--- src/rtl/tli_pkg.sv ---
package tli_pkg;

	localparam int DEF_TABLE_POINTS = 256;

	localparam logic [1:0] REQ_CLEAR  = 2'd0;
	localparam logic [1:0] REQ_APPEND = 2'd1;
	localparam logic [1:0] REQ_QUERY  = 2'd2;
	localparam logic [1:0] REQ_NOP    = 2'd3;

	localparam logic [2:0] ST_OK      = 3'd0;
	localparam logic [2:0] ST_FULL    = 3'd1;
	localparam logic [2:0] ST_NOT_INC = 3'd2;
	localparam logic [2:0] ST_FEW     = 3'd3;
	localparam logic [2:0] ST_SAT     = 3'd4;

	typedef struct packed {
		logic [1:0]         op;
		logic signed [31:0] x;
		logic signed [31:0] v;
	} cmd_t;

endpackage

--- src/rtl/tli_front.sv ---
module tli_front import tli_pkg::*; (
	input  logic               clk,
	input  logic               arst_n,
	input  logic               start,
	input  logic [1:0]         req_type,
	input  logic signed [31:0] point_x,
	input  logic signed [31:0] point_value,
	output logic               busy,
	output logic               cmd_valid,
	output cmd_t               cmd,
	input  logic               cmd_pop
);

	cmd_t       slot_q [2];
	logic       wr_ptr_q;
	logic       rd_ptr_q;
	logic [1:0] fill_q;
	logic       push;
	cmd_t       in_cmd;

	always_comb begin
		in_cmd.x = point_x;
		in_cmd.v = point_value;
		unique case (req_type)
			REQ_CLEAR:  in_cmd.op = REQ_CLEAR;
			REQ_APPEND: in_cmd.op = REQ_APPEND;
			REQ_QUERY:  in_cmd.op = REQ_QUERY;
			default:    in_cmd.op = REQ_NOP;
		endcase
	end

	assign busy      = (fill_q == 2'd2);
	assign push      = start && !busy;
	assign cmd_valid = (fill_q != 2'd0);
	assign cmd       = slot_q[rd_ptr_q];

	always_ff @(posedge clk) begin
		if (push) begin
			slot_q[wr_ptr_q] <= in_cmd;
		end
	end

	always_ff @(posedge clk or negedge arst_n) begin
		if (!arst_n) begin
			wr_ptr_q <= 1'b0;
			rd_ptr_q <= 1'b0;
			fill_q   <= 2'd0;
		end else begin
			if (push) begin
				wr_ptr_q <= ~wr_ptr_q;
			end
			if (cmd_pop) begin
				rd_ptr_q <= ~rd_ptr_q;
			end
			fill_q <= fill_q + 2'(push) - 2'(cmd_pop);
		end
	end

endmodule

--- config.mk ---
export PLATFORM = sky130hd
export DESIGN_NAME = tli_front
export DESIGN_NICKNAME = d
export VERILOG_FILES = /design/src/rtl/tli_pkg.sv /design/src/rtl/tli_front.sv
export SDC_FILE = /design/constraint.sdc
export NUM_CORES = 1
export LEC_CHECK = 0
export ABC_AREA = 1
export ABC_CLOCK_PERIOD_IN_PS = 8410
export BUFFER_PORTS_ARGS = -buffer_cell sky130_fd_sc_hd__buf_2
export CAP_MARGIN = 20
export CORE_MARGIN = 2
export CORE_UTILIZATION = 56
export DETAILED_ROUTE_END_ITERATION = 10
export GPL_ROUTABILITY_DRIVEN = 0
export GPL_TIMING_DRIVEN = 0
export PLACE_DENSITY = 0.84
export RECOVER_POWER = 25
export SLEW_MARGIN = 20
export SYNTH_ARGS = -nofsm -noshare
export SYNTH_HDL_FRONTEND = slang
export SYNTH_SLANG_ARGS = --single-unit
--- constraint.sdc ---
create_clock -name clk -period 8.41 [get_ports clk]
set_clock_uncertainty 0.2 [all_clocks]
set_input_delay 0.841 -clock clk [delete_from_list [all_inputs] [get_ports clk]]
set_output_delay 0.841 -clock clk [all_outputs]
set_load 0.01 [all_outputs]
==> metrics.md <==
| Metric | Value |
|---|---|
| Num Clock Sinks | `around 140` |
| Top cell type's share of synthesized area | `0.772` |
| Fin area | `around 0.0066 mm²` |
| Htree depth | `4` |
| Fin nets | `~610` |
| Final slew viol count | `0` |
| CTS tree | `yes` |
| Crit start category | `flip-flop` |
| Root Buffer | `clkbuf_8` |
| Post-Synthesis Cells | `374` |
| Die Width | `around 100 µm` |
| Synth area leaders | `edfxtp_1 (77%), o21ai_0 (6.4%), nand2_1 (5.6%)` |
| Cell variety after synth | `13` |
| Drc violations | `0` |
| Initial antenna violation count | `0` |
| Final hold viol count | `0` |
| Total CTS buffers | `17` |
| Final hold slack | `280 ps` |
| Mean area per synthesized cell | `roughly 14 µm²` |
| Clock tree buffer depth | `2` |
| Rel. slew slack | `0.721` |
| Die area | `0.00995 mm²` |
| Vias in the first global route | `3,491` |
| Drt pass-1 iters | `4` |
| Vias | `3,259` |
| Max Cap Viol | `0` |
| Clk pin slew, worst setup/hold paths | `60 ps` |
| DIE HEIGHT | `99.8 µm` |
| I/O pin total | `138` |
| Flop pwr share | `0.401` |
| HP Class | `flip-flop to flip-flop` |
| Rows | `34` |
| Fin util | `0.754` |
| Setup Total Neg Slack | `0 ps` |
| Max VDD drop | `199 µV` |
| Static Leak | `approximately 2.9 nW` |
| CP Capture Type | `output pin` |
| Synthesized flop and latch total | `136` |
| Post-route minimum period | `2840 ps` |
| Arr. time, crit path | `1790 ps` |
| Area after DPL | `0.00606 mm²` |
| Count leader, synth | `edfxtp_1` |
| Post-CTS resize count | `0` |
| First-pass GRT wire length | `roughly 16,000 µm` |
| Filler cells | `between 500 and 600` |
| Hold path depth | `2` |
| Comb power frac | `0.299` |
| Core ar. | `between 0.008 and 0.009 mm²` |
| Yosys warns | `0` |
| Period utilization | `0.337` |
| Outcome | `finished clean` |
| Worst-margin pin slew | `418 ps` |
| Routed WL | `10,100 µm` |
| Cell area after synthesis | `0.00514 mm²` |
| Ys flop type | `edfxtp_1` |
| Initial DRC count | `178` |
| CP Data Required Time | `between 7000 and 8000 ps` |
| GRT overflow | `0` |
| Power Density | `364 mW/mm²` |
| DP HPWL | `6710 µm` |
| Post-DRT Antenna Nets | `0` |
| Unrepaired setup endpoints after global routing | `false` |
| Mapped Nets | `between 400 and 500` |
| Antenna cells | `0` |
| P_sw | `0.769 mW` |
| Fraction of registers with async set or reset after synthesis | `0.0294` |
| Routed WL per cell | `15.4 µm` |
| Vias per inst | `4.98` |
| Placed insts | `621` |
| Largest net degree at the start of global routing | `40` |
| Gr usage total | `0.214` |
| Sw Share | `0.318` |
| Area growth syn-to-layout | `29.3%` |
| Cell taking the most area after synthesis | `edfxtp_1` |
| Critical-path maximum fanout | `10` |
| Sequential area share after synthesis | `0.791` |
| Worst r2r path cells | `6` |
| Buffers on Ports | `135` |
| Top cells by count, synth | `edfxtp_1 (132), nand2_1 (76), inv_1 (74)` |
| CP Class | `flip-flop to output pin` |
| Clock group share of total power | `0.301` |
| Initial Util | `0.583` |
| Layout cells sized above 1 | `0.300` |
| Number of synthesized flops with an enable pin | `132` |
| Final setup violation count | `0` |
| Finished Layout Cells | `~650` |
| Clk_lat worst skew | `approximately 500 ps` |
| Cell-internal power | `around 1.6 mW` |
| FMAX | `353 MHz` |
flip-flops by register name, summed over array words and instances, names as in the netlist:
| name | cells |
|---|---|
| rd_ptr_q | 1 |
| wr_ptr_q | 1 |
| slot_q | 132 |
| fill_q | 2 |
cell families (layout without fill, tap and decap cells):
| group | after synthesis | after routing | synth area share |
|---|---|---|---|
| buffers and inverters | 90 | 262 | 0.0797 |
| and+or+nand+nor | 79 | 79 | 0.0582 |
| adders and majority gates | 2 | 2 | 0.00487 |
| xor gates and xnor gates | 1 | 1 | 0.00171 |
| DFF | 136 | 136 | 0.791 |
| AOI/OAI and AO/OA | 66 | 66 | 0.0643 |
final cells by class:
cell class	count	area, µm²	area share
flip-flops and latches	136	4060	0.612
repair buffers	140	769	0.116
multi-input cells	148	671	0.101
clock buffers	18	418	0.0629
inverters	74	280	0.0422
clock inverters	14	174	0.0262
well taps	108	135	0.0203
plain buffers	16	131	0.0198
final timing paths:
path / startpoint / endpoint / slack (ps)
worst min register to register: wr_ptr_q$_DFFE_PN0P_ / wr_ptr_q$_DFFE_PN0P_ / 280
min in group asynchronous: arst_n / wr_ptr_q$_DFFE_PN0P_ / 480
max in group asynchronous: arst_n / fill_q[1]$_DFF_PN0_ / 7410
worst max register to register: fill_q[0]$_DFF_PN0_ / slot_q[1][64]$_DFFE_PP_ / 6470
worst max-delay path: rd_ptr_q$_DFFE_PN0P_ / cmd[47] / 5570
worst min-delay path: wr_ptr_q$_DFFE_PN0P_ / wr_ptr_q$_DFFE_PN0P_ / 280
metal layers:
metal	global-route usage	share of wire	vias up
met4	0.110	0.020	0
li1	-	-	1577
met2	0.373	0.52	117
met5	0	0	-
met1	0.229	0.38	1546
met3	0.0808	0.079	19
layout by cell type (no fill, tap or decap), types with 2 or more instances in the layout:
cell	netlist	layout
buf_2	0	120
nand3_1	2	2
inv_1	74	73
o21ai_0	66	66
ha_1	2	2
dfrtp_1	4	4
inv_6	0	2
buf_16	0	3
bufinv_16	0	3
edfxtp_1	132	132
clkbuf_1	8	24
nand2_1	76	76
clkbuf_8	6	7
clkinvlp_4	0	3
clkbuf_16	0	16
clkinv_4	0	4
critical path, stage by stage (launching register included):
cell and delay [ps]:
dfrtp_1 540, clkbuf_1 390, o21ai_0 190, buf_2 170
power groups by stage:
stage               clock, mW  sequential (mW)  combinational [mW]
floorplan                   0            0.978               0.402
global placement            0            0.993               0.668
detailed placement          0            0.981               0.727
CTS                     0.737            0.969               0.735
global route            0.769            0.980               0.804
finish                  0.726            0.968               0.722
repair_timing:
item	in CTS	in global routing
hold endpoints to repair	4	0
setup buffers	0	0
hold buffers	1	0
through the flow:
stage | power, mW | setup WS, ps
2_1_floorplan | 1.38 | 4040
3_3_place_gp | 1.66 | 2540
3_5_place_dp | 1.71 | 6070
4_1_cts | 2.44 | 5540
5_1_grt | 2.55 | 5450
6_report | 2.42 | 5570
Note: power is estimated with default switching activity, not from simulation.
